$ cat src/hw/rtl/rtll_pkg.sv
`default_nettype none

package rtll_pkg;

    // Field widths of one request and one response.
    localparam int unsigned OP_W     = 2;
    localparam int unsigned ADDR_W   = 64;
    localparam int unsigned HOP_W    = 16;
    localparam int unsigned LIMIT_W  = 8;
    localparam int unsigned STATUS_W = 2;

    // Request opcodes; the fourth code is unused and leaves the table alone.
    localparam logic [OP_W-1:0] OP_FORWARD = 2'd0;
    localparam logic [OP_W-1:0] OP_LEARN   = 2'd1;
    localparam logic [OP_W-1:0] OP_CLEAR   = 2'd2;

    // Response status codes.
    localparam logic [STATUS_W-1:0] ST_OK           = 2'd0;
    localparam logic [STATUS_W-1:0] ST_UNREACHABLE  = 2'd1;
    localparam logic [STATUS_W-1:0] ST_HOP_EXCEEDED = 2'd2;

    // Sequencer states.
    typedef enum logic
    {
        SEQ_IDLE,
        SEQ_RESOLVE
    } rtll_state_t;

    // Control broadcast from the sequencer to every table cell.
    typedef struct packed
    {
        logic              capture;
        logic              write_dest;
        logic              write_hop;
        logic              clear;
        logic [ADDR_W-1:0] cmp_addr;
        logic [ADDR_W-1:0] wr_addr;
        logic [HOP_W-1:0]  wr_hop;
    } rtll_cell_ctl_t;

endpackage

`default_nettype wire

$ cat src/hw/rtl/rtll_if.sv
`default_nettype none

// Request channel: one route operation per transfer.
interface rtll_req_if;
    import rtll_pkg::*;

    logic               valid;
    logic               ready;
    logic [OP_W-1:0]    opcode;
    logic [ADDR_W-1:0]  dest_address;
    logic [HOP_W-1:0]   learned_hop;
    logic [LIMIT_W-1:0] hop_limit_in;

    modport source
    (
        output valid, opcode, dest_address, learned_hop, hop_limit_in,
        input  ready
    );

    modport sink
    (
        input  valid, opcode, dest_address, learned_hop, hop_limit_in,
        output ready
    );
endinterface

// Response channel: one result per request.
interface rtll_rsp_if;
    import rtll_pkg::*;

    logic                valid;
    logic                ready;
    logic [STATUS_W-1:0] status;
    logic [HOP_W-1:0]    fwd_hop;
    logic [LIMIT_W-1:0]  hop_limit_out;
    logic                was_update;

    modport source
    (
        output valid, status, fwd_hop, hop_limit_out, was_update,
        input  ready
    );

    modport sink
    (
        input  valid, status, fwd_hop, hop_limit_out, was_update,
        output ready
    );
endinterface

`default_nettype wire

$ cat src/hw/rtl/route_table_lookup_learn.sv
// Channel  Role    Payload                                            Transfer
// -------  ------  -------------------------------------------------  -------------------
// req      sink    opcode, dest_address, learned_hop, hop_limit_in    valid & ready
// rsp      source  status, fwd_hop, hop_limit_out, was_update         valid & ready
//
// On the transfer edge every slot latches its address compare; in the
// resolve state the sequencer then resolves the lowest match, updates the
// table and loads the response register. The next request is taken while a
// response still waits; its resolve cycle stalls until rsp is free.
// rst_n clears the table, the insert pointer and all handshake state.

`default_nettype none

module route_table_lookup_learn
    import rtll_pkg::*;
#(
    parameter int unsigned ENTRIES = 16
)
(
    input  wire logic clk,
    input  wire logic rst_n,
    rtll_req_if.sink   req,
    rtll_rsp_if.source rsp
);

    localparam int unsigned PTR_W = $clog2(ENTRIES);

    rtll_state_t          state_reg;
    rtll_state_t          state_next;
    logic [PTR_W-1:0]     ptr_reg;
    logic [PTR_W-1:0]     ptr_next;
    logic [OP_W-1:0]      op_reg;
    logic [ADDR_W-1:0]    addr_reg;
    logic [HOP_W-1:0]     lhop_reg;
    logic [LIMIT_W-1:0]   limit_reg;

    logic                 out_valid_reg;
    logic [STATUS_W-1:0]  status_reg;
    logic [HOP_W-1:0]     nhop_reg;
    logic [LIMIT_W-1:0]   lim_out_reg;
    logic                 upd_reg;

    logic                 take;
    logic                 fire;
    logic                 hit;
    logic [HOP_W-1:0]     hop_sel;
    logic [ENTRIES:0]     found;
    logic [ENTRIES-1:0]   first_vec;
    logic [ENTRIES-1:0]   wr_sel;
    logic [HOP_W-1:0]     cell_hop [ENTRIES];
    rtll_cell_ctl_t       cell_ctl;

    logic [STATUS_W-1:0]  status_calc;
    logic [HOP_W-1:0]     nhop_calc;
    logic [LIMIT_W-1:0]   lim_calc;
    logic                 upd_calc;

    // Handshake: a request is taken whenever no earlier one is resolving.
    assign req.ready = (state_reg == SEQ_IDLE);
    assign take      = req.valid && req.ready;
    assign fire      = (state_reg == SEQ_RESOLVE) && (!out_valid_reg || rsp.ready);

    // Sequencer state register.
    always_ff @(posedge clk or negedge rst_n)
    begin
        if (!rst_n)
        begin
            state_reg <= SEQ_IDLE;
        end
        else
        begin
            state_reg <= state_next;
        end
    end

    // Next state.
    always_comb
    begin
        state_next = state_reg;
        case (state_reg)
            SEQ_IDLE:
            begin
                if (take)
                begin
                    state_next = SEQ_RESOLVE;
                end
            end
            SEQ_RESOLVE:
            begin
                if (fire)
                begin
                    state_next = SEQ_IDLE;
                end
            end
            default:
            begin
                state_next = SEQ_IDLE;
            end
        endcase
    end

    // Request fields kept for the resolve cycle.
    always_ff @(posedge clk)
    begin
        if (take)
        begin
            op_reg    <= req.opcode;
            addr_reg  <= req.dest_address;
            lhop_reg  <= req.learned_hop;
            limit_reg <= req.hop_limit_in;
        end
    end

    // Broadcast control to the cells.
    always_comb
    begin
        cell_ctl            = '0;
        cell_ctl.capture    = take;
        cell_ctl.cmp_addr   = req.dest_address;
        cell_ctl.wr_addr    = addr_reg;
        cell_ctl.wr_hop     = lhop_reg;
        cell_ctl.write_hop  = fire && (op_reg == OP_LEARN);
        cell_ctl.write_dest = fire && (op_reg == OP_LEARN) && !hit;
        cell_ctl.clear      = fire && (op_reg == OP_CLEAR);
    end

    // Row of slots; the found chain picks the lowest matching slot.
    assign found[0] = 1'b0;

    for (genvar i = 0; i < ENTRIES; i++)
    begin : g_cell
        assign wr_sel[i] = hit ? first_vec[i] : (ptr_reg == PTR_W'(i));

        rtll_cell u_cell
        (
            .clk       (clk),
            .rst_n     (rst_n),
            .ctl       (cell_ctl),
            .sel       (wr_sel[i]),
            .found_in  (found[i]),
            .found_out (found[i+1]),
            .first     (first_vec[i]),
            .hop       (cell_hop[i])
        );
    end

    assign hit = found[ENTRIES];

    // Next hop of the winning slot; at most one slot is selected.
    always_comb
    begin
        hop_sel = '0;
        for (int unsigned k = 0; k < ENTRIES; k++)
        begin
            hop_sel = hop_sel | (first_vec[k] ? cell_hop[k] : '0);
        end
    end

    // Response fields for the request being resolved.
    always_comb
    begin
        status_calc = ST_OK;
        nhop_calc   = '0;
        lim_calc    = '0;
        upd_calc    = 1'b0;
        case (op_reg)
            OP_FORWARD:
            begin
                if (!hit)
                begin
                    status_calc = ST_UNREACHABLE;
                end
                else if (limit_reg == '0)
                begin
                    status_calc = ST_HOP_EXCEEDED;
                end
                else
                begin
                    nhop_calc = hop_sel;
                    lim_calc  = limit_reg - LIMIT_W'(1);
                end
            end
            OP_LEARN:
            begin
                upd_calc = hit;
            end
            default:
            begin
                status_calc = ST_OK;
            end
        endcase
    end

    // Insert pointer: advances on a new slot, returns to zero on clear.
    always_comb
    begin
        ptr_next = ptr_reg;
        if (fire && (op_reg == OP_CLEAR))
        begin
            ptr_next = '0;
        end
        else if (fire && (op_reg == OP_LEARN) && !hit)
        begin
            ptr_next = (ptr_reg == PTR_W'(ENTRIES - 1)) ? '0 : ptr_reg + PTR_W'(1);
        end
    end

    always_ff @(posedge clk or negedge rst_n)
    begin
        if (!rst_n)
        begin
            ptr_reg <= '0;
        end
        else
        begin
            ptr_reg <= ptr_next;
        end
    end

    // Response register.
    always_ff @(posedge clk or negedge rst_n)
    begin
        if (!rst_n)
        begin
            out_valid_reg <= 1'b0;
        end
        else if (fire)
        begin
            out_valid_reg <= 1'b1;
        end
        else if (rsp.ready)
        begin
            out_valid_reg <= 1'b0;
        end
    end

    always_ff @(posedge clk)
    begin
        if (fire)
        begin
            status_reg  <= status_calc;
            nhop_reg    <= nhop_calc;
            lim_out_reg <= lim_calc;
            upd_reg     <= upd_calc;
        end
    end

    assign rsp.valid         = out_valid_reg;
    assign rsp.status        = status_reg;
    assign rsp.fwd_hop       = nhop_reg;
    assign rsp.hop_limit_out = lim_out_reg;
    assign rsp.was_update    = upd_reg;

`ifndef NO_ASSERTIONS
    // At most one slot wins the lowest-match search.
    a_one_winner : assert property (@(posedge clk) disable iff (!rst_n)
        $onehot0(first_vec))
        else $error("more than one slot selected as lowest match");

    // The insert pointer never leaves the table.
    a_ptr_range : assert property (@(posedge clk) disable iff (!rst_n)
        ptr_reg <= PTR_W'(ENTRIES - 1))
        else $error("insert pointer out of range");

    // An accepted request is resolved in the following cycle or later.
    a_take_resolve : assert property (@(posedge clk) disable iff (!rst_n)
        take |=> (state_reg == SEQ_RESOLVE))
        else $error("accepted request not held for resolve");

    // A resolved clear leaves the insert pointer at zero.
    a_clear_ptr : assert property (@(posedge clk) disable iff (!rst_n)
        (fire && (op_reg == OP_CLEAR)) |=> (ptr_reg == '0))
        else $error("insert pointer not reset by clear");
`endif

endmodule

`default_nettype wire

$ cat src/hw/rtl/rtll_cell.sv
`default_nettype none

// One table slot: holds an address and its next hop, compares the address
// against the broadcast key, and extends the "match seen lower" chain.
module rtll_cell
    import rtll_pkg::*;
(
    input  wire logic             clk,
    input  wire logic             rst_n,
    input  wire rtll_cell_ctl_t   ctl,
    input  wire logic             sel,
    input  wire logic             found_in,
    output logic                  found_out,
    output logic                  first,
    output logic [HOP_W-1:0]      hop
);

    logic [ADDR_W-1:0] dest_reg;
    logic [HOP_W-1:0]  hop_reg;
    logic              match_reg;

    // Slot contents and the registered compare result.
    always_ff @(posedge clk or negedge rst_n)
    begin
        if (!rst_n)
        begin
            dest_reg  <= '0;
            hop_reg   <= '0;
            match_reg <= 1'b0;
        end
        else if (ctl.clear)
        begin
            dest_reg  <= '0;
            hop_reg   <= '0;
            match_reg <= 1'b0;
        end
        else
        begin
            if (ctl.capture)
            begin
                match_reg <= (dest_reg == ctl.cmp_addr);
            end
            if (sel && ctl.write_dest)
            begin
                dest_reg <= ctl.wr_addr;
            end
            if (sel && ctl.write_hop)
            begin
                hop_reg <= ctl.wr_hop;
            end
        end
    end

    // This slot is the winner when it matches and no lower slot did.
    assign first     = match_reg & ~found_in;
    assign found_out = found_in | match_reg;
    assign hop       = hop_reg;

endmodule

`default_nettype wire
$ cat src/flat_wrapper.sv
// flat-port wrapper written by rule: the top's interface ports become plain ports
module route_table_lookup_learn_flat import rtll_pkg::*;
#(
    parameter int unsigned ENTRIES = 16
)
  (clk, rst_n, req_valid, req_opcode, req_dest_address, req_learned_hop, req_hop_limit_in, req_ready, rsp_valid, rsp_status, rsp_fwd_hop, rsp_hop_limit_out, rsp_was_update, rsp_ready);
  rtll_req_if req_i ();
  rtll_rsp_if rsp_i ();
  input  wire logic clk;
  input  wire logic rst_n;
  input wire logic [$bits(req_i.valid)-1:0] req_valid;
  input wire logic [$bits(req_i.opcode)-1:0] req_opcode;
  input wire logic [$bits(req_i.dest_address)-1:0] req_dest_address;
  input wire logic [$bits(req_i.learned_hop)-1:0] req_learned_hop;
  input wire logic [$bits(req_i.hop_limit_in)-1:0] req_hop_limit_in;
  output wire logic [$bits(req_i.ready)-1:0] req_ready;
  output wire logic [$bits(rsp_i.valid)-1:0] rsp_valid;
  output wire logic [$bits(rsp_i.status)-1:0] rsp_status;
  output wire logic [$bits(rsp_i.fwd_hop)-1:0] rsp_fwd_hop;
  output wire logic [$bits(rsp_i.hop_limit_out)-1:0] rsp_hop_limit_out;
  output wire logic [$bits(rsp_i.was_update)-1:0] rsp_was_update;
  input wire logic [$bits(rsp_i.ready)-1:0] rsp_ready;
  assign req_i.valid = req_valid;
  assign req_i.opcode = req_opcode;
  assign req_i.dest_address = req_dest_address;
  assign req_i.learned_hop = req_learned_hop;
  assign req_i.hop_limit_in = req_hop_limit_in;
  assign req_ready = req_i.ready;
  assign rsp_valid = rsp_i.valid;
  assign rsp_status = rsp_i.status;
  assign rsp_fwd_hop = rsp_i.fwd_hop;
  assign rsp_hop_limit_out = rsp_i.hop_limit_out;
  assign rsp_was_update = rsp_i.was_update;
  assign rsp_i.ready = rsp_ready;
  route_table_lookup_learn #(.ENTRIES(ENTRIES)) u_core (.clk(clk), .rst_n(rst_n), .req(req_i), .rsp(rsp_i));
endmodule
$ cat config.mk
export PLATFORM = sky130hd
export DESIGN_NAME = route_table_lookup_learn_flat
export DESIGN_NICKNAME = d
export VERILOG_FILES = /design/src/hw/rtl/rtll_pkg.sv /design/src/hw/rtl/rtll_if.sv /design/src/hw/rtl/route_table_lookup_learn.sv /design/src/hw/rtl/rtll_cell.sv /design/src/flat_wrapper.sv
export SDC_FILE = /design/constraint.sdc
export NUM_CORES = 2
export LEC_CHECK = 0
export BUFFER_PORTS_ARGS = -buffer_cell sky130_fd_sc_hd__buf_2
export CORE_ASPECT_RATIO = 1.1
export CORE_MARGIN = 2
export CORE_UTILIZATION = 45
export CTS_CLUSTER_SIZE = 8
export DETAILED_ROUTE_END_ITERATION = 6
export PLACE_DENSITY = 0.65
export SLEW_MARGIN = 20
export SYNTH_ARGS = -nofsm -noshare
export SYNTH_HDL_FRONTEND = slang
export SYNTH_SLANG_ARGS = --single-unit
$ cat constraint.sdc
create_clock -name clk -period 3.4 [get_ports clk]
set_clock_uncertainty 0.15 [all_clocks]
set_input_delay 0.68 -clock clk [delete_from_list [all_inputs] [get_ports clk]]
set_output_delay 0.68 -clock clk [all_outputs]
set_load 0.02 [all_outputs]
Word level (Yosys, flattened, before mapping):

Cells that the tools add are included.

* register bits: 1419
* input port bits: 94

* $add $sub $neg: 2
* reduce and logical (&&, ||, !) cells: 80
* equality and inequality tests: 33
* bitwise gates (word level): 63
* muxes and demuxes: 138

Operators with widths (number)
* 2-to-1 mux 64 bit: 32
* == test 64 bit: 16
* 2-to-1 mux 16 bit: 48
* bitwise OR 16 bit: 15
* nonzero test 2 bit: 35
* 2-to-1 mux 1 bit: 53
* logical AND 1 bit: 37
* == test 4 bit, second input constant: 8
* NOT 1 bit: 18
* == test 4 x 3 -> 1 bit, second input constant: 4
* bitwise AND 1 bit: 15
* bitwise OR 1 bit: 15
* 2-to-1 mux 4 bit: 3
* == test 4 x 2 -> 1 bit, second input constant: 2
* logical NOT 8 bit: 1
* subtractor 8 x 1 -> 8 bit, second input constant: 1
* adder 4 x 1 -> 4 bit, second input constant: 1
* == test 4 x 1 -> 1 bit, second input constant: 1
* logical NOT 4 bit: 1
* OR reduction 3 bit: 1
* == test 2 x 1 -> 1 bit, second input constant: 1
* == test 2 bit, second input constant: 1
* logical NOT 1 bit: 2
* logical NOT 2 bit: 1
* other kinds (4): 4

Depth between registers and ports, before layout:

* depth after elaboration: 20
* depth in mapped cells: 10

Modules after synthesis:

From an unflattened synthesis, not the netlist that was laid out.

* cell total of the unflattened synthesis: 5342
* area total of the unflattened synthesis: 64615.7 um^2

Modules (own cells, without submodules)
* rtll_cell: area an instance 3669.8 um^2, instances 16, seq. area each 2026.9 um^2, cells each 307
* route_table_lookup_learn: area an instance 5899.4 um^2, instances 1, seq. area each 3663.5 um^2, cells each 430

Worst setup path before layout:

Ideal clock, no wire load.

* path type: input-to-reg
* from: input req_valid
* to: register u_core.g_cell[0].u_cell.match_reg
* path slack: -0.492 ns
* stages on the path: 6
* path buffers: 2
* arrival: 3.621 ns
* cell sequence: nand2b_1 > clkbuf_1 > inv_1 > nor2_1 > clkbuf_1 > a22o_1

RTL lines
* start: declaration: line flat_wrapper.sv:11 `input wire logic [$bits(req_i.valid)-1:0] req_valid;`
* end signal: assignment: line rtll_cell.sv:41 `match_reg <= (dest_reg == ctl.cmp_addr);`
* end: declaration: line rtll_cell.sv:20 `logic match_reg;`

Worst setup path after layout:

* from: input req_dest_address[3]
* to: register u_core.g_cell[12].u_cell.match_reg

* word-level cells in the longest chain between the ends: 3

Ends and longest elaborated chain
* start: declaration: line flat_wrapper.sv:13 `input wire logic [$bits(req_i.dest_address)-1:0] req_dest_address;`
* == test 64 bit: line rtll_cell.sv:41
* 2-to-1 mux 1 bit: line rtll_cell.sv:39 `if (ctl.capture)`
* 2-to-1 mux 1 bit: line rtll_cell.sv:31 `else if (ctl.clear)`
* end signal: assignment: line rtll_cell.sv:41
* end: declaration: line rtll_cell.sv:20

No other way between the ends. The select of a mux whose other input is x is not followed.
A chain may end at the register's enable or synchronous reset.

==> qor.csv <==
metric;value;unit
outcome;complete, no violations;
Post-Synthesis Net Count;7757;
Worst EP required;4.02;ns
Num CTS Buffers;195;
antenna violations before repair;22;
Vias/cell;6.232;
final wirelength;311.5;mm
die width;378.8;um
CTS Sinks;1419;
Post-CTS Setup Inserts;0;
H-tree Lvls;4;
area of the multi-input gates;30310;sq um
fin crit period;3.352;ns
Ports;123;
aggregate global-route resource usage;39.05;%
Final nets;7889;
Initial Utilization;45.20;%
pin count of the biggest net entering global routing;121;
1st-iter DRT viols;9633;
top cells by area, synth;dfrtp_1 (47%), nand2_1 (12%), xor2_1 (11%);
dpl cell area;75000;sq um
flop-to-flop setup slack;0.28;ns
share of post-route cells with drive strength above 1;11.57;%
detailed placement HPWL;200.9;mm
number of synthesized register bits;1419;
critical path class;input pin to flip-flop;
Post-DRT Antenna Nets;0;
slew margin rel.;11.64;%
CP endpoint kind;flip-flop;
die area;157700;sq um
Synth Flop Type;dfrtp_1;
drt first pass iters;6;
num rows;151;
gpl congestion;1.001;
first-pass GRT wire length;437.8;mm
asr flop ratio synth;91.75;%
power density over the cells;540.8;nW/um^2
Ys Warns;0;
post-route cell area;80740;sq um
Syn-to-layout area delta;16.13;%
max-slew violation count;0;
# resized after CTS;0;
Port Buffer Count;122;
Register Area;36090;sq um
setup TNS;0;ns
Commonest cells post-synth;nand2_1 (2272), dfrtp_1 (1302), a21oi_1 (1073);
crit start category;input pin;
Root Driver;clkbuf_16;
final setup vio count;0;
die height;416.2;um
Worst Path Max Fanout;6;
Arr. time, crit path;3.97;ns
Leakage Power;35.97;nW
Synth cell types;57;
Post-synth EDFFs;117;
CTS tree;yes;
DRC;0;
post-route clock period utilization;98.60;%
filler cell count;13910;
Worst Tran Pin Value;1.325;ns
GRT Residual Overflow;0;
Finished Core Util;52.50;%
Synth Instances;7657;
cell area after synthesis;69520;sq um
Vias;61930;
CTS clock-pin slew for the worst setup and hold paths;0.05;ns
average wire per standard cell;31.34;um
maximum vdd drop;0.5803;mV
Core Area;153800;sq um
max reg flops;1024;
Clk Latency, worst-skew pair;0.85;ns
top-count cell post-synth;nand2_1;
largest area contributor in the netlist;dfrtp_1;
post-synthesis sequential area ratio;51.92;%
RSZ-0062 raised after global routing;no;
total of max-cap violations;0;
syn_area_per_cell;9.079;sq um
maximum clock path buffer count;3;
Fmax;298.3;MHz
Min-Delay Path Class;input pin to flip-flop;
top cell type's share of synthesized area;46.87;%
Hold Vio Cnt, Final;0;
number of global-route vias before repair;58570;
-- critical path, stage by stage --
cell and delay (ns):
buf_2 0.36, buf_4 0.31, buf_4 0.16, xor2_1 0.12
nor4_1 0.94, nand4_1 0.43, nor3_1 0.71, a22o_1 0.22
-- metrics by stage --
stage               hold WS (ns)  total power [mW]  std cells  setup slack, ns
global route             0.06871             44.75       9930           0.2881
floorplan                 0.2344             22.42       7657          0.06771
global placement          0.3264             25.32       9625          -0.8209
CTS                      0.05002             43.44       9925           0.3765
finish                   0.08830             43.66       9938          0.04775
detailed placement        0.3349             25.47       9628          -0.4791
-- routing by layer --
metal	GRT usage, %	wire length (um)	vias to the layer above
li1	-	-	25600
met1	51.44	112700	30520
met2	54.52	128800	4627
met3	12.33	43320	1161
met4	26.87	26500	16
met5	0	156	-
-- placed cells by master, fill, tap and decap left out, types with 45 or more instances in the layout --
cell type	n
xnor2_1	143
nand3_1	90
a21oi_1	1073
buf_12	108
o21ai_0	139
nor2_1	59
clkbuf_16	198
buf_2	121
xor2_1	875
mux2i_1	81
a221oi_1	47
dfrtp_1	1302
nor3_1	45
clkbuf_1	58
buf_4	413
nand2_1	2272
nand4_1	154
edfxtp_1	117
nor4_1	217
-- final cells by class --
| type | count | share of cell area [%] |
|---|---|---|
| diodes | 11 | 0.03409 |
| repair buffers | 673 | 7.677 |
| clock inverters | 13 | 0.2743 |
| well taps | 2065 | 3.200 |
| inverters | 29 | 0.1395 |
| multi-input cells | 5471 | 37.54 |
| clock buffers | 257 | 6.424 |
| flip-flops and latches | 1419 | 44.71 |
-- worst paths after layout --
| kind | start | to | depth (start not counted) |
|---|---|---|---|
| worst max-delay path | req_dest_address[3] | u_core.g_cell[12].u_cell.match_reg | 8 |
| worst min-delay path | rsp_ready | u_core.rsp.valid | 3 |
| worst max register to register | u_core.g_cell[12].u_cell.dest_reg[3] | u_core.g_cell[12].u_cell.match_reg | 5 |
| worst min register to register | u_core.g_cell[4].u_cell.hop[1] | u_core.g_cell[4].u_cell.hop[1] | 2 |
| max in group asynchronous | rst_n | u_core.g_cell[11].u_cell.dest_reg[13] | 3 |
| min in group asynchronous | rst_n | u_core.g_cell[9].u_cell.hop[6] | 2 |
-- power breakdown --
part | switching [mW] | internal, mW | total [mW] | leakage, nW
logic | 4.16 | 1.89 | 6.05 | 14.1
clock network | 7.67 | 10.5 | 18.2 | 2.61
registers | 1.06 | 18.4 | 19.5 | 19.2
total | 12.9 | 30.8 | 43.7 | 36.0
-- repair_timing --
action                                 4_1_cts  5_1_grt
hold buffers                                27        0
setup endpoints to repair                    0        0
endpoints found under the hold margin       65        0
-- cell families (layout without fill, tap and decap cells) --
kind of cell | Yosys count | count (layout) | share of synthesized area [%]
AO/OA/AOI/OAI | 1425 | 1425 | 11.03
XOR/XNOR | 1018 | 1018 | 12.83
adder cells (fa/ha/maj) | 6 | 6 | 0.1080
buffers and inverters | 767 | 972 | 4.723
flip-flops | 1419 | 1419 | 51.92
multiplexers | 81 | 81 | 1.166
other | 0 | 11 | 0
AND/OR/NAND/NOR | 2941 | 2941 | 18.23
Note: power is estimated with default switching activity, not from simulation.
